==> src/rtl/assert_macros.svh <==
// Assertion macros used by the top level of the 3x3 box smoother
`ifndef ASSERT_MACROS_SVH
`define ASSERT_MACROS_SVH

// Condition must hold at every clock edge outside reset
`define ASSERT_ALWAYS(lbl, clk, rst_n, cond) \
	lbl: assert property (@(posedge clk) disable iff (!(rst_n)) (cond)) \
		else $error("invariant violated");

// Antecedent implies consequent in the same cycle
`define ASSERT_IMPLIES(lbl, clk, rst_n, ante, cons) \
	lbl: assert property (@(posedge clk) disable iff (!(rst_n)) (ante) |-> (cons)) \
		else $error("implication violated");

// Antecedent implies consequent in the next cycle
`define ASSERT_NEXT(lbl, clk, rst_n, ante, cons) \
	lbl: assert property (@(posedge clk) disable iff (!(rst_n)) (ante) |=> (cons)) \
		else $error("next-cycle implication violated");

`endif

==> src/rtl/ibs_pkg.sv <==
// Package: shared types, constants and the reciprocal table of the box smoother
`timescale 1ns / 1ps
package ibs_pkg;

	localparam int PIX_W      = 8;
	localparam int MAX_WIDTH  = 256;
	localparam int MAX_HEIGHT = 4096;
	localparam int LINE_DEPTH = MAX_WIDTH;
	localparam int LINE_AW    = $clog2(LINE_DEPTH);
	localparam int WIDTH_W    = LINE_AW + 1;
	localparam int HEIGHT_W   = $clog2(MAX_HEIGHT) + 1;
	localparam int COL_W      = LINE_AW;
	localparam int ROW_W      = HEIGHT_W - 1;
	localparam int SUM_W      = PIX_W + 4;
	localparam int CNT_W      = 4;
	localparam int RECIP_SH   = 15;
	localparam int RECIP_W    = RECIP_SH + 1;
	localparam int PROD_W     = SUM_W + RECIP_W;

	typedef logic [PIX_W-1:0] pix_t;
	// window[row][col]; row 0 is the oldest line, col 0 the oldest column
	typedef pix_t [2:0][2:0] win_t;

	// Register indexes of the configuration port
	typedef enum logic {
		REG_FRAME_WIDTH  = 1'b0,
		REG_FRAME_HEIGHT = 1'b1
	} reg_idx_t;

	// Neighbourhood flags of one result, handed from control to the mean unit
	typedef struct packed {
		logic row_up;    // row above lies inside the frame
		logic row_dn;    // row below lies inside the frame
		logic col_lt;    // column to the left lies inside the frame
		logic col_rt;    // column to the right lies inside the frame
		logic last;      // final result of the frame
	} nbr_flags_t;

	// ceil(2^15 / n): exact floor division for every sum this block can form
	function automatic logic [RECIP_W-1:0] recip(input logic [CNT_W-1:0] cnt);
		logic [RECIP_W-1:0] m;
		unique case (cnt)
			4'd1:    m = 16'd32768;
			4'd2:    m = 16'd16384;
			4'd3:    m = 16'd10923;
			4'd4:    m = 16'd8192;
			4'd6:    m = 16'd5462;
			4'd9:    m = 16'd3641;
			default: m = 16'd32768;
		endcase
		return m;
	endfunction

endpackage

==> src/rtl/ibs_mean.sv <==
// Masked 3x3 sum, reciprocal multiply and output register of the box smoother
`timescale 1ns / 1ps
module ibs_mean
	import ibs_pkg::*;
(
	input  logic       clk,
	input  logic       arst_n,
	input  logic       adv,        // pipeline advances (output free or being taken)
	input  logic       v_s1,
	input  nbr_flags_t flags_s1,
	input  win_t       win,        // window as left by the accepted item
	output logic       res_valid,
	output pix_t       smoothed,
	output logic       frame_last
);

	logic [2:0]         row_en;
	logic [2:0]         col_en;
	logic [1:0]         n_rows;
	logic [1:0]         n_cols;
	logic [CNT_W-1:0]   cnt;
	logic [SUM_W-1:0]   sum;
	logic [PROD_W-1:0]  prod;

	logic               v_s2;
	logic               last_s2;
	logic [SUM_W-1:0]   sum_s2;
	logic [RECIP_W-1:0] m_s2;
	logic               res_valid_q;
	pix_t               res_q;
	logic               last_q;

	// In-frame neighbourhood and its size
	always_comb begin
		row_en = {flags_s1.row_dn, 1'b1, flags_s1.row_up};
		col_en = {flags_s1.col_rt, 1'b1, flags_s1.col_lt};
		n_rows = 2'd1 + 2'(flags_s1.row_up) + 2'(flags_s1.row_dn);
		n_cols = 2'd1 + 2'(flags_s1.col_lt) + 2'(flags_s1.col_rt);
		cnt    = CNT_W'(n_rows) * CNT_W'(n_cols);
	end

	// Masked sum over the nine window cells
	always_comb begin
		sum = '0;
		for (int rr = 0; rr < 3; rr++) begin
			for (int cc = 0; cc < 3; cc++) begin
				if (row_en[rr] && col_en[cc]) begin
					sum = sum + SUM_W'(win[rr][cc]);
				end
			end
		end
	end

	// Stage 2: sum and reciprocal
	always_ff @(posedge clk or negedge arst_n) begin
		if (!arst_n) begin
			v_s2 <= 1'b0;
		end else if (adv) begin
			v_s2 <= v_s1;
		end
	end

	always_ff @(posedge clk) begin
		if (adv) begin
			sum_s2  <= sum;
			m_s2    <= recip(cnt);
			last_s2 <= flags_s1.last;
		end
	end

	// Floor division by multiplying with the scaled reciprocal
	assign prod = PROD_W'(sum_s2) * PROD_W'(m_s2);

	// Output register
	always_ff @(posedge clk or negedge arst_n) begin
		if (!arst_n) begin
			res_valid_q <= 1'b0;
		end else if (adv) begin
			res_valid_q <= v_s2;
		end
	end

	always_ff @(posedge clk) begin
		if (adv) begin
			res_q  <= prod[RECIP_SH +: PIX_W];
			last_q <= last_s2;
		end
	end

	assign res_valid  = res_valid_q;
	assign smoothed   = res_q;
	assign frame_last = last_q;

endmodule

==> config.mk <==
export PLATFORM = sky130hd
export DESIGN_NAME = ibs_mean
export DESIGN_NICKNAME = d
export VERILOG_FILES = /design/src/rtl/assert_macros.svh /design/src/rtl/ibs_pkg.sv /design/src/rtl/ibs_mean.sv
export SDC_FILE = /design/constraint.sdc
export NUM_CORES = 1
export LEC_CHECK = 0
export ABC_CLOCK_PERIOD_IN_PS = 7280
export BUFFER_PORTS_ARGS = -buffer_cell sky130_fd_sc_hd__clkbuf_2
export CORE_UTILIZATION = 35
export DETAILED_ROUTE_END_ITERATION = 10
export RECOVER_POWER = 25
export SLEW_MARGIN = 20
export SYNTH_ARGS = -nofsm -noshare
export SYNTH_HDL_FRONTEND = slang
export SYNTH_SLANG_ARGS = --single-unit
export TNS_END_PERCENT = 5
==> constraint.sdc <==
create_clock -name clk -period 7.28 [get_ports clk]
set_clock_uncertainty 0.2 [all_clocks]
set_input_delay 0 -clock clk [delete_from_list [all_inputs] [get_ports clk]]
set_output_delay 0 -clock clk [all_outputs]
set_load 0.03 [all_outputs]
# == Word-level counts from Yosys, hierarchy flattened ==
# Cells that the tools add are included.
# totals
regBits,40
latchBits,0
ramBits,0
mem_bits_ro,0
input_bits,81
output_inout_bits,10
elab_cells,39
mem_count,0
# classes
n_addsub,12
mul,2
div_mod_pow,0
order_cmp,0
n_eq_ne,5
shift,0
mux,9
n_bitwise,0
n_reduce_logical,4
# ops
operator,count
adder 12 x 8 -> 12 bit,8
2-to-1 mux 12 bit,7
one-hot mux 16 bit (5 select lines),1
multiplier 12 x 16 -> 23 bit,1
== test 4 x 2 -> 1 bit (second input constant),2
== test 4 x 3 -> 1 bit (second input constant),2
2-to-1 mux 8 bit,1
adder 1 x 1 -> 2 bit (first input constant),2
adder 2 x 1 -> 2 bit,2
== test 4 bit (second input constant),1
logical AND 1 bit,4
multiplier 2 x 2 -> 4 bit,1

# == Depth between registers and ports, before layout ==
# depth
word_depth,17
ltp_mapped,45
ltp_nobuf,44

# == Worst setup path before layout ==
# OpenSTA, ideal clock, no wires.
# synth_path
path_type,in2reg
startpoint,in flags_s1[2] in the netlist's numbering
endpoint,"reg sum_s2[11], data pin"
setup_ns,0.269
arrival_time_ns,7.865
slack_ns,-1.054
cell_stages,45
n_path_buf,1
cell_sequence,clkbuf_1 > and3_1 > ha_1 > inv_1 > fa_1 > xnor2_1 > xnor2_1 > nand2_1 > inv_1 > ha_1 > a211oi_1 > nor2_1 > o41ai_1 > ha_1 > o21a_1 > o31a_1 > a211oi_1 > a21o_1 > [9 not listed] > inv_1 > ha_1 > o21a_1 > nor2_1 > xnor2_1 > mux2_2 > ha_1 > o21a_1 > nor2_1 > xnor2_1 > nand2_1 > o21ai_0 > ha_1 > inv_1 > o21ai_0 > nand4_1 > a211o_1 > xor3_1
# synth_between
elab_chain_len,17
elab_cells_between_ends,18
classes_between,add/sub (8); mux (8); reduce/logical (2)
# synth_rtl
element,line_no,text
from (decl),ibs_mean.sv:10,"input nbr_flags_t flags_s1,"
logical AND 1 bit,ibs_mean.sv:47,if (row_en[rr] && col_en[cc]) begin
2-to-1 mux 8 bit,ibs_mean.sv:47,
adder 12 x 8 -> 12 bit,ibs_mean.sv:48,sum = sum + SUM_W'(win[rr][cc]);
2-to-1 mux 12 bit,ibs_mean.sv:47,
adder 12 x 8 -> 12 bit,ibs_mean.sv:48,
2-to-1 mux 12 bit,ibs_mean.sv:47,
adder 12 x 8 -> 12 bit,ibs_mean.sv:48,
2-to-1 mux 12 bit,ibs_mean.sv:47,
adder 12 x 8 -> 12 bit (2 in a row),ibs_mean.sv:48,
2-to-1 mux 12 bit,ibs_mean.sv:47,
adder 12 x 8 -> 12 bit,ibs_mean.sv:48,
2-to-1 mux 12 bit (*),ibs_mean.sv:47,
adder 12 x 8 -> 12 bit,ibs_mean.sv:48,
2-to-1 mux 12 bit (*),ibs_mean.sv:47,
adder 12 x 8 -> 12 bit,ibs_mean.sv:48,
2-to-1 mux 12 bit (*),ibs_mean.sv:47,
named net sum[11],ibs_mean.sv:22,logic [SUM_W-1:0] sum;
to (signal assigned),ibs_mean.sv:65,sum_s2 <= sum;
to (decl),ibs_mean.sv:27,logic [SUM_W-1:0] sum_s2;
# The timed path passes the listed nets; every way through them passes the cells marked *.
# A chain may end at the register's enable or synchronous reset.

# == Final worst setup path ==
# layout_path
startpoint,in flags_s1[4] in the netlist's numbering
endpoint,"reg sum_s2[11], data pin"
# layout_between
elab_chain_len,17
elab_cells_between_ends,18
classes_between,add/sub (8); mux (8); reduce/logical (2)
# layout_rtl
element,line_no
logical AND 1 bit,ibs_mean.sv:47
2-to-1 mux 8 bit,ibs_mean.sv:47
adder 12 x 8 -> 12 bit,ibs_mean.sv:48
2-to-1 mux 12 bit,ibs_mean.sv:47
adder 12 x 8 -> 12 bit,ibs_mean.sv:48
2-to-1 mux 12 bit (*),ibs_mean.sv:47
adder 12 x 8 -> 12 bit,ibs_mean.sv:48
2-to-1 mux 12 bit (*),ibs_mean.sv:47
[2 not listed],--
2-to-1 mux 12 bit (*),ibs_mean.sv:47
adder 12 x 8 -> 12 bit,ibs_mean.sv:48
2-to-1 mux 12 bit (*),ibs_mean.sv:47
adder 12 x 8 -> 12 bit,ibs_mean.sv:48
2-to-1 mux 12 bit (*),ibs_mean.sv:47
adder 12 x 8 -> 12 bit,ibs_mean.sv:48
2-to-1 mux 12 bit (*),ibs_mean.sv:47
named net sum[11],ibs_mean.sv:22
# Marks and branches as above.

==> flow_metrics.py <==
metrics = {
    "detailed_routing": {
        "vias_per_cell": 4.80,
        "drc": 0,
        "wire_per_inst_um": 14.4,
        "vias": 7449,
        "first_pass_iters": 4,
        "drtIter0Drc": 230,
        "drt-total-wl_um": 22400,
        "ant_nets": 0,
    },
    "floorplan": {
        "die_h_um": 162,
        "ios": 91,
        "die_w_um": 162,
        "die_area_sq_um": 26200,
        "initial_core_util": 0.356,
        "design.core.area_sq_um": 25100,
        "rows": 58,
    },
    "cts": {
        "cts_sinks": 32,
        "clk_latency_ps": 280,
        "clkTransAtPathRegs_ps": 50,
        "cts_tree": "done",
        "htreeDepth": 2,
        "cts_root_buf": "clkbuf_16",
        "cts_buffer_depth": 2,
        "cts-buffers-inserted": 5,
    },
    "layout": {
        "area_growth_pct": 28.2,
        "drive_gt1_frac": 0.278,
        "antenna_cells": 0,
        "nFillCells": 2464,
        "nets": 1541,
    },
    "yosys": {
        "synth_top_cell_area_share": 0.284,
        "synth.cell_area_sq_um": 8940,
        "yosysSeqAreaShare": 0.106,
        "ys_seq_elements": 32,
        "netlist-cell-type-count": 63,
        "syn-num-nets": 1319,
        "avgSynthCellArea_sq_um": 8.94,
        "synth-async-reset-ratio": 0.0625,
        "synth_top_area_cell": "fa_1",
        "synth_flop_cell": "edfxtp_1",
        "syn_inst": 1000,
        "yosys-top-cells-area": "fa_1 28%, ha_1 16%, edfxtp_1 10%, inv_1 7.3%, and2_1 4.4%",
        "yosysWarnings": 0,
        "synth-edff-count": 30,
    },
    "sta": {
        "maxSlewViolCount": 33,
        "rsz0062_at_grt": "true",
        "min_period_ps": 7630,
        "fin_ws_ps": -355,
        "timing.fmax_ghz": 0.131,
        "setup-tns-final_ps": -841,
        "hold_viol": 0,
        "post-route-period-util": 1.05,
        "slew_headroom": -0.127,
        "tightest_slew_ps": 1690,
        "setup_viol": 5,
    },
    "grt": {
        "grt_max_degree": 33,
        "grt_usage": 0.179,
        "antenna_found_initial": 0,
        "grt_pass1_vias": 7797,
        "grt_overflow_total": 0,
        "grt_pass1_wl_um": 37400,
    },
    "setup_path": {
        "critPathArrivalTime_ps": 7460,
        "path_max_fanout": 5,
        "cp_common_cell": "buf_4",
        "cp_slowest_cell": "ha_1",
        "crit_required_ps": 7100,
        "path_class": "input pin to flop",
        "slowest_delay_ps": 360,
        "cp-end-kind": "flop",
        "start_kind": "input pin",
    },
    "placed_design": {
        "hpwl_um": 19400,
        "portBuffers": 90,
        "gp_congestion": 0.876,
    },
    "outcome": {
        "status": "complete, but fails checks",
        "violations": "capacitance limit, slew limit, setup timing",
    },
    "hold_path": {
        "hold_path_class": "input pin to flop",
    },
    "job": {
        "cap_violations": 1,
    },
}
[cell type report]
cell class / instances / area, sq um / area share
tap: 330 / 413 / 0.0360
sequential: 32 / 951 / 0.0829
multi-input combinational: 775 / 7740 / 0.675
inverter: 175 / 657 / 0.0573
timing repair buffer: 233 / 1560 / 0.136
clock inverter: 3 / 18.8 / 0.00164
clock buffer: 5 / 125 / 0.0109
[sequential cells by signal, summed over array words and instances (netlist names)]
signal      flops
last_s2         1
sum_s2         12
frame_last      1
v_s2            1
smoothed        8
res_valid       1
m_s2            8
[cell usage after synthesis, types with 6 or more instances]
library cell and n:
nor2_1 63, nor2b_1 10, a211oi_1 10, mux2_2 11, and2_1 63, and3_1 11
clkbuf_1 17, o21a_1 14, a21boi_0 6, o21bai_1 7, o31ai_1 10, a21o_1 19
edfxtp_1 30, ha_1 111, nand2_1 82, a21oi_1 46, nand3_1 6, mux2i_1 6
fa_1 127, nor3_1 8, xnor2_1 40, o21ai_0 49, xor2_1 15, inv_1 175
nand2b_1 6
[path summary, 6_finish.rpt]
kind,from,cells past startpoint,slack [ps],end
max,flags_s1[4],47,-350,sum_s2[11]
min,win[65],3,60,sum_s2[1]
max reg2reg,m_s2[12],19,750,smoothed[7]
min reg2reg,last_s2,0,220,frame_last
max in group asynchronous,arst_n,3,6380,res_valid
min in group asynchronous,arst_n,3,380,v_s2
[logic make-up (layout without fill, tap and decap cells)]
group	after synthesis	count (layout)	synth area share
adder cells (fa/ha/maj)	238	238	0.440
multiplexers	18	18	0.0222
AND/OR/NAND/NOR	268	268	0.148
buffers and inverters	193	416	0.0810
AO/OA/AOI/OAI	194	194	0.144
flip-flops	32	32	0.106
XOR/XNOR	57	57	0.0590
[routing by layer]
metal / vias up / track usage / part of all wire
li1: 3738 / - / -
met1: 3554 / 0.223 / 0.44
met5: - / 0 / 0
met2: 130 / 0.334 / 0.51
met3: 27 / 0.0128 / 0.031
met4: 0 / 0.0416 / 0.017
[cells in the final DEF (no fill, tap or decap), types with 8 or more instances in the layout]
cell type and count:
a21o_1 19, a21oi_1 30, a21oi_2 16, and2_1 63, and3_1 9, buf_4 135
clkbuf_2 87, edfxtp_1 30, fa_1 125, ha_1 101, ha_4 10, inv_1 170
mux2_2 8, nand2_1 77, nor2_1 56, nor2b_1 9, nor3_1 8, o21a_1 14
o21ai_0 34, o21ai_2 9, xnor2_1 35, xor2_1 13
[stage by stage]
step / utilization / setup WS (ps) / cell area, sq um / hold WS [ps] / std cells
global route: 0.457 / -829 / 11500 / 118 / 1553
floorplan: - / -236 / 9170 / -496 / 1000
detailed placement: 0.432 / -939 / 10800 / -411 / 1522
finish: 0.457 / -355 / 11500 / 56.7 / 1553
CTS: 0.452 / -397 / 11400 / 71.0 / 1551
global placement: 0.432 / -777 / 10800 / -409 / 1522
[critical path, delay by kind of cell]
kind	cells	cell delay, ps
and+or+nand+nor	8	710
xor gates and xnor gates	5	740
AOI/OAI and AO/OA	14	2170
buffers and inverters	11	1270
adders and majority gates	7	2020
muxes	2	560
[what timing repair did]
action | in CTS | in global routing
pin swaps | 36 | 33
hold endpoints to repair | 5 | 0
hold buffers | 5 | 0
setup buffers | 16 | 2
setup endpoints to repair | 7 | 9
gates resized for setup | 49 | 25
gates cloned | 0 | 0
Power is not shown: default switching activity piles up to over one toggle a cycle in this logic, so the estimate is an artifact.
