## src/rtl/assert_macros.svh

```systemverilog
// Assertion macros used by the top level of the 3x3 box smoother
`ifndef ASSERT_MACROS_SVH
`define ASSERT_MACROS_SVH

// Condition must hold at every clock edge outside reset
`define ASSERT_ALWAYS(lbl, clk, rst_n, cond) \
	lbl: assert property (@(posedge clk) disable iff (!(rst_n)) (cond)) \
		else $error("invariant violated");

// Antecedent implies consequent in the same cycle
`define ASSERT_IMPLIES(lbl, clk, rst_n, ante, cons) \
	lbl: assert property (@(posedge clk) disable iff (!(rst_n)) (ante) |-> (cons)) \
		else $error("implication violated");

// Antecedent implies consequent in the next cycle
`define ASSERT_NEXT(lbl, clk, rst_n, ante, cons) \
	lbl: assert property (@(posedge clk) disable iff (!(rst_n)) (ante) |=> (cons)) \
		else $error("next-cycle implication violated");

`endif

```

## src/rtl/ibs_pkg.sv

```systemverilog
// Package: shared types, constants and the reciprocal table of the box smoother
`timescale 1ns / 1ps
package ibs_pkg;

	localparam int PIX_W      = 8;
	localparam int MAX_WIDTH  = 256;
	localparam int MAX_HEIGHT = 4096;
	localparam int LINE_DEPTH = MAX_WIDTH;
	localparam int LINE_AW    = $clog2(LINE_DEPTH);
	localparam int WIDTH_W    = LINE_AW + 1;
	localparam int HEIGHT_W   = $clog2(MAX_HEIGHT) + 1;
	localparam int COL_W      = LINE_AW;
	localparam int ROW_W      = HEIGHT_W - 1;
	localparam int SUM_W      = PIX_W + 4;
	localparam int CNT_W      = 4;
	localparam int RECIP_SH   = 15;
	localparam int RECIP_W    = RECIP_SH + 1;
	localparam int PROD_W     = SUM_W + RECIP_W;

	typedef logic [PIX_W-1:0] pix_t;
	// window[row][col]; row 0 is the oldest line, col 0 the oldest column
	typedef pix_t [2:0][2:0] win_t;

	// Register indexes of the configuration port
	typedef enum logic {
		REG_FRAME_WIDTH  = 1'b0,
		REG_FRAME_HEIGHT = 1'b1
	} reg_idx_t;

	// Neighbourhood flags of one result, handed from control to the mean unit
	typedef struct packed {
		logic row_up;    // row above lies inside the frame
		logic row_dn;    // row below lies inside the frame
		logic col_lt;    // column to the left lies inside the frame
		logic col_rt;    // column to the right lies inside the frame
		logic last;      // final result of the frame
	} nbr_flags_t;

	// ceil(2^15 / n): exact floor division for every sum this block can form
	function automatic logic [RECIP_W-1:0] recip(input logic [CNT_W-1:0] cnt);
		logic [RECIP_W-1:0] m;
		unique case (cnt)
			4'd1:    m = 16'd32768;
			4'd2:    m = 16'd16384;
			4'd3:    m = 16'd10923;
			4'd4:    m = 16'd8192;
			4'd6:    m = 16'd5462;
			4'd9:    m = 16'd3641;
			default: m = 16'd32768;
		endcase
		return m;
	endfunction

endpackage

```

## src/rtl/ibs_cell.sv

```systemverilog
// One storage cell of a line delay chain: shifts from its neighbour or takes the insert
`timescale 1ns / 1ps
module ibs_cell
	import ibs_pkg::*;
(
	input  logic clk,
	input  logic en,      // chain shifts this cycle
	input  logic ins,     // this cell is the insert point for the current width
	input  pix_t din,     // new pixel entering the chain
	input  pix_t prev,    // neighbour towards the chain head
	output pix_t q
);

	pix_t q_q;

	always_ff @(posedge clk) begin
		if (en) begin
			q_q <= ins ? din : prev;
		end
	end

	assign q = q_q;

endmodule

```

## src/rtl/ibs_line.sv

```systemverilog
// Line store as a chain of cells: delay of frame_width shifts, fixed tail tap
`timescale 1ns / 1ps
module ibs_line
	import ibs_pkg::*;
(
	input  logic                  clk,
	input  logic                  en,
	input  logic [LINE_DEPTH-1:0] ins_sel,   // one-hot insert point
	input  pix_t                  din,
	output pix_t                  tail       // pixel written frame_width shifts ago
);

	pix_t cell_q [LINE_DEPTH];

	// Cells hand data towards the tail; the head cell sees the new pixel as neighbour
	for (genvar i = 0; i < LINE_DEPTH; i++) begin : g_cell
		if (i == 0) begin : g_head
			ibs_cell u_cell (
				.clk  (clk),
				.en   (en),
				.ins  (ins_sel[i]),
				.din  (din),
				.prev (din),
				.q    (cell_q[i])
			);
		end else begin : g_body
			ibs_cell u_cell (
				.clk  (clk),
				.en   (en),
				.ins  (ins_sel[i]),
				.din  (din),
				.prev (cell_q[i-1]),
				.q    (cell_q[i])
			);
		end
	end

	assign tail = cell_q[LINE_DEPTH-1];

endmodule

```

## config.mk

```make
export PLATFORM = sky130hd
export DESIGN_NAME = ibs_line
export DESIGN_NICKNAME = d
export VERILOG_FILES = /design/src/rtl/assert_macros.svh /design/src/rtl/ibs_pkg.sv /design/src/rtl/ibs_cell.sv /design/src/rtl/ibs_line.sv
export SDC_FILE = /design/constraint.sdc
export NUM_CORES = 2
export LEC_CHECK = 0
export BUFFER_PORTS_ARGS = -buffer_cell sky130_fd_sc_hd__buf_2
export CAP_MARGIN = 15
export CORE_ASPECT_RATIO = 1.2
export CORE_MARGIN = 5
export CORE_UTILIZATION = 60
export CTS_CLUSTER_DIAMETER = 40
export DETAILED_ROUTE_END_ITERATION = 10
export PLACE_DENSITY = 0.82
export SLEW_MARGIN = 20
export SYNTH_ARGS = -nofsm -noshare
export SYNTH_HDL_FRONTEND = slang
export SYNTH_HIERARCHICAL = 1
export SYNTH_SLANG_ARGS = --single-unit
```

## constraint.sdc

```tcl
create_clock -name clk -period 1 [get_ports clk]
set_input_delay 0.2 -clock clk [delete_from_list [all_inputs] [get_ports clk]]
set_output_delay 0.2 -clock clk [all_outputs]
set_load 0.02 [all_outputs]
```

# After elaboration in Yosys (flattened, before gate mapping)
# Index checks and enable logic that the tools add are counted.
# Widths: inputs -> output; s select.
op_classes:
  mux: 255
op_table:
  columns: ["operator", "n"]
  rows:
  - ["$mux 8", 255]
word_totals:
  ff_bits: 2048
  output_inout_bits: 8

# Depth between registers and ports, before layout
depth:
  word_depth: 1
  mapped_depth: 2

# Hierarchy
# Netlist, hierarchy kept.
modules_own_cells:
  columns: ["module", "cells_each", "area_each_um2", "instances"]
  rows:
  - ["ibs_cell", 17, 371.6, 256]

# Worst setup path before layout
# Ideal clock, no wire load.
synth_timing:
  path_kind: "in2reg"
  start: "input ins_sel[0]"
  end: "register g_cell[0].g_head.u_cell.q_q[0] (data pin)"
  arrival_time_ns: 0.616
  slack_ns: 0.124
  setup_ns: 0.260
  cell_stages: 2
  cell_sequence: "buf_6 mux2_4"
synth_rtl:
  columns: ["item", "line_no", "text"]
  rows:
  - ["start: declaration", "ibs_line.sv:8", "input logic [LINE_DEPTH-1:0] ins_sel,"]
  - ["end signal: assignment", "ibs_cell.sv:18", "q_q <= ins ? din : prev;"]
  - ["end: declaration", "ibs_cell.sv:14", "pix_t q_q;"]

# Final worst setup path
layout_timing:
  start: "register g_cell[255].g_body.u_cell.q_q[6]"
  end: "output tail[6]"
layout_rtl:
  columns: ["item", "line_no", "text"]
  rows:
  - ["start: declaration", "ibs_cell.sv:14", null]
  - ["start signal: assignment", "ibs_cell.sv:18", null]
  - ["end: declaration", "ibs_line.sv:10", "output pix_t tail"]
# No word-level cell between the ends.

==> impl_results.html <==
<table>
<tr><th>Metric</th><th>Value</th></tr>
<tr><th colspan="2">Worst setup path</th></tr>
<tr><td>Worst path bufs/invs</td><td>1</td></tr>
<tr><td>Setup CP Type</td><td>register to output port</td></tr>
<tr><td>Reg-to-reg endpoint</td><td>g_cell[187].g_body.u_cell/q[7]$_DFFE_PP_</td></tr>
<tr><td>Arrival time of the worst setup path</td><td>1.37 ns</td></tr>
<tr><td>R2R setup slack</td><td>-0.01 ns</td></tr>
<tr><td>Data required time at the worst endpoint</td><td>0.80 ns</td></tr>
<tr><td>Type of destination of the critical path</td><td>output port</td></tr>
<tr><td>Number of cells traversed by the worst register-to-register path</td><td>1</td></tr>
<tr><td>Critical path's largest stage delay</td><td>0.39 ns</td></tr>
<tr><td>Series of cell instances along the critical path</td><td>buf_6</td></tr>
<tr><td>Number of gates on the worst path with buffers counted</td><td>1</td></tr>
<tr><td>Crit Reg-Reg Startpoint</td><td>g_cell[186].g_body.u_cell/q[7]$_DFFE_PP_</td></tr>
<tr><td>Top Family by Delay on Critical Path</td><td>flip-flops</td></tr>
<tr><td>Critical-path maximum fanout</td><td>1</td></tr>
<tr><td>Critical Path Source Type</td><td>register</td></tr>
<tr><td>Slowest stage cell, crit path</td><td>edfxtp_1</td></tr>
<tr><th colspan="2">Power and ir drop</th></tr>
<tr><td>Peak supply drop</td><td>approximately 1800 uV</td></tr>
<tr><td>Relative contribution of sequential cells to total power</td><td>between 40 and 50%</td></tr>
<tr><td>Part of the total power dissipated in the clock network</td><td>approximately 40%</td></tr>
<tr><td>Switching component of the power</td><td>0.0467 W</td></tr>
<tr><td>Part of the total power dissipated in combinational logic</td><td>a little over a tenth</td></tr>
<tr><td>Switching Share</td><td>22.0%</td></tr>
<tr><td>Overall power after layout</td><td>0.212 W</td></tr>
<tr><td>Static leakage</td><td>about 45 nW</td></tr>
<tr><td>Pwr per Cell Area</td><td>roughly 1900 nW/um^2</td></tr>
<tr><td>Int Pwr</td><td>roughly 0.17 W</td></tr>
<tr><th colspan="2">GRT</th></tr>
<tr><td>Initial antenna violation count</td><td>30</td></tr>
<tr><td>First-pass GRT wire length</td><td>roughly 290000 um</td></tr>
<tr><td>Total overflow reported by the global router</td><td>0</td></tr>
<tr><td>Pin count of the biggest net entering global routing</td><td>64</td></tr>
<tr><td>Overall track demand over capacity in global routing</td><td>22.3%</td></tr>
<tr><td>Number of global-route vias before repair</td><td>roughly 46000</td></tr>
<tr><th colspan="2">STA</th></tr>
<tr><td>Actual transition at the worst max-transition pin</td><td>0.797 ns</td></tr>
<tr><td>Number of pins exceeding their max-slew limit in the final report</td><td>0</td></tr>
<tr><td>Setup repair after global routing missed its margin</td><td>true</td></tr>
<tr><td>Final setup violating endpoints</td><td>369</td></tr>
<tr><td>Headroom to the max-slew limit</td><td>46.7%</td></tr>
<tr><td>Sum of negative setup slack</td><td>-14.28 ns</td></tr>
<tr><td>Share of the cycle needed by the critical path after routing</td><td>157%</td></tr>
<tr><td>Number of hold violations in the final report</td><td>0</td></tr>
<tr><td>Largest clock skew in the final design</td><td>0.0347 ns</td></tr>
<tr><td>Achievable frequency</td><td>0.636 GHz</td></tr>
<tr><td>Final WS setup</td><td>-0.571 ns</td></tr>
<tr><td>Min Clock Period, post-route</td><td>1.57 ns</td></tr>
<tr><th colspan="2">Detailed routing</th></tr>
<tr><td>Avg Vias per Cell</td><td>between 5 and 6</td></tr>
<tr><td>Routed WL</td><td>191000 um</td></tr>
<tr><td>Number of DRC violations after detailed routing</td><td>0</td></tr>
<tr><td>Detailed Routing Iterations Pass 1</td><td>6</td></tr>
<tr><td>DRC marker count from the first detailed-route iteration</td><td>roughly 3700</td></tr>
<tr><td>Total vias in the final route</td><td>43078</td></tr>
<tr><td>Routed wire per std cell</td><td>25.6 um</td></tr>
<tr><td>Post-DRT Antenna Nets</td><td>0</td></tr>
<tr><th colspan="2">Placed design</th></tr>
<tr><td>Number of buffers added on ports</td><td>around 270</td></tr>
<tr><td>HPWL reported at the end of detailed placement</td><td>roughly 110000 um</td></tr>
<tr><td>Total placed cells including tap cells</td><td>just under 7000</td></tr>
<tr><td>Final RePlAce weighted congestion</td><td>around 0.76</td></tr>
<tr><td>Post-placement worst setup slack</td><td>-0.368 ns</td></tr>
<tr><th colspan="2">Synthesis</th></tr>
<tr><td>Post-Synthesis Net Count</td><td>4618</td></tr>
<tr><td>Synth Register Bits</td><td>2048</td></tr>
<tr><td>Number of distinct standard cells referenced by the synthesized netlist</td><td>3</td></tr>
<tr><td>Portion of the post-synthesis area used by sequential elements</td><td>64.6%</td></tr>
<tr><td>Synth warnings</td><td>6</td></tr>
<tr><td>Syn Std Cell Area</td><td>95100 um^2</td></tr>
<tr><td>Post-synthesis area per instance</td><td>approximately 22 um^2</td></tr>
<tr><td>Cells after synthesis</td><td>roughly 4400</td></tr>
<tr><th colspan="2">Clock tree</th></tr>
<tr><td>Clock tree from TritonCTS</td><td>done</td></tr>
<tr><td>Post-CTS clock slew at the launch and capture registers of the worst setup and hold paths</td><td>around 0.06 ns</td></tr>
<tr><td>Max H-tree Level</td><td>4</td></tr>
<tr><td>Number of sinks on the clock net</td><td>2048</td></tr>
<tr><td>Max Buffers Root-to-Sink</td><td>3</td></tr>
<tr><td>Cell chosen for the clock root</td><td>clkbuf_16</td></tr>
<tr><td>Number of setup buffers added after CTS</td><td>0</td></tr>
<tr><td>Clock buffer count from CTS</td><td>224</td></tr>
<tr><td>Clock latency on the worst-skew pair</td><td>0.85 ns</td></tr>
<tr><th colspan="2">Cells and area</th></tr>
<tr><td>Synth-to-Final Area Change</td><td>16.3%</td></tr>
<tr><td>Nets</td><td>5415</td></tr>
<tr><td>Core utilization of the finished layout</td><td>69.9%</td></tr>
<tr><td>Share of layout cells above drive strength 1</td><td>a little under three fifths</td></tr>
<tr><td>Post-route insts no fill</td><td>7464</td></tr>
<tr><th colspan="2">Outcome</th></tr>
<tr><td>Status</td><td>complete, but fails checks</td></tr>
<tr><td>Failing checks</td><td>negative setup slack</td></tr>
<tr><th colspan="2">Flow run</th></tr>
<tr><td>Max-capacitance violation count</td><td>0</td></tr>
<tr><th colspan="2">Floorplanning</th></tr>
<tr><td>Overall die area</td><td>around 170000 um^2</td></tr>
<tr><td>Core footprint</td><td>roughly 160000 um^2</td></tr>
<tr><td>Die extent in y</td><td>446 um</td></tr>
<tr><td>Initial standard-cell utilization of the core</td><td>about three fifths</td></tr>
<tr><td>Horiz. Die Dim</td><td>between 300 and 400 um</td></tr>
<tr><td>Site row count</td><td>160</td></tr>
<tr><td>Num ports</td><td>274</td></tr>
<tr><th colspan="2">Hold path</th></tr>
<tr><td>Worst Hold Path EP</td><td>g_cell[163].g_body.u_cell/q[4]$_DFFE_PP_</td></tr>
<tr><td>Type of the worst min-delay path</td><td>input port to register</td></tr>
<tr><td>Number of cells on the worst hold path</td><td>3</td></tr>
<tr><td>Beginning of the worst hold path</td><td>en</td></tr>
</table>
==> cells by family after synthesis <==
group	after synthesis	synth area share, %
flops	2048	64.6
mux	2048	32.3
buf+inv	256	3.03
==> sequential cells by signal, indices dropped and copies added, names as in the netlist <==
register,count
g_cell.g_body.u_cell/q,2040
g_cell.g_head.u_cell/q,8
==> placed cells by master, fill, tap and decap left out, types with 2 or more instances in the layout <==
master,n
buf_12,130
buf_2,261
buf_4,142
buf_6,4
buf_8,7
bufinv_16,28
clkbuf_1,23
clkbuf_16,230
clkinv_1,28
clkinv_16,2
clkinv_2,37
clkinv_4,18
clkinv_8,7
clkinvlp_4,24
diode_2,13
dlygate4sd3_1,279
dlymetal6s4s_1,2
edfxtp_1,2048
inv_6,20
inv_8,6
mux2_4,2048
==> metrics by stage <==
step                area [um^2]  hold slack, ns
floorplan                 95100           0.312
global placement         100000           0.529
detailed placement       100000           0.533
CTS                      111000         0.00179
global route             111000          0.0228
finish                   111000          0.0890
==> Yosys cell counts <==
cell type | n | area share (%)
mux2_4 | 2048 | 32
buf_6 | 256 | 3.0
edfxtp_1 | 2048 | 65
==> repair_timing <==
| item | CTS | global route |
|---|---|---|
| setup endpoints to repair | 12 | 587 |
| resized for setup | 0 | 17 |
| cloned | 0 | 1 |
| hold buffers | 284 | 1 |
| pin swaps | 0 | 0 |
| endpoints found under the hold margin | 2239 | 12 |
==> routing by layer <==
metal / vias to the layer above / global-route usage [%] / share of wire [%]
li1: 18834 / - / -
met3: 273 / 4.37 / 5.3
met4: 14 / 5.51 / 2.0
met1: 22694 / 30.1 / 43
met5: - / 0 / 0.049
met2: 1263 / 37.6 / 50
==> final cells by class <==
cell class	instances	area, um^2
Clock inverter	170	1890
Multi-Input combinational cell	2048	30700
Fill cell	9385	47500
Antenna cell	13	32.5
Timing Repair Buffer	827	8000
Sequential cell	2048	61500
Tap cell	2106	2640
Clock buffer	252	5820
==> worst max path at each step <==
stage / from / endpoint
2_1_floorplan: ins_sel[0] / g_cell[0].g_head.u_cell/q[0]$_DFFE_PP_
3_3_place_gp: en / g_cell[113].g_body.u_cell/q[0]$_DFFE_PP_
3_5_place_dp: en / g_cell[117].g_body.u_cell/q[1]$_DFFE_PP_
4_1_cts: g_cell[255].g_body.u_cell/q[6]$_DFFE_PP_ / tail[6]
5_1_grt: g_cell[255].g_body.u_cell/q[6]$_DFFE_PP_ / tail[6]
6_report: g_cell[255].g_body.u_cell/q[6]$_DFFE_PP_ / tail[6]
==> power by group through the flow <==
stage | sequential, W | combinational (W) | clock (W)
after floorplan | 0.105 | 0.0144 | 0
after global placement | 0.106 | 0.0201 | 0
after detailed placement | 0.106 | 0.0207 | 0
after CTS | 0.105 | 0.0220 | 0.0866
after global routing | 0.105 | 0.0230 | 0.0907
final | 0.105 | 0.0220 | 0.0852
No activity file was read; power rests on OpenSTA's default activity.
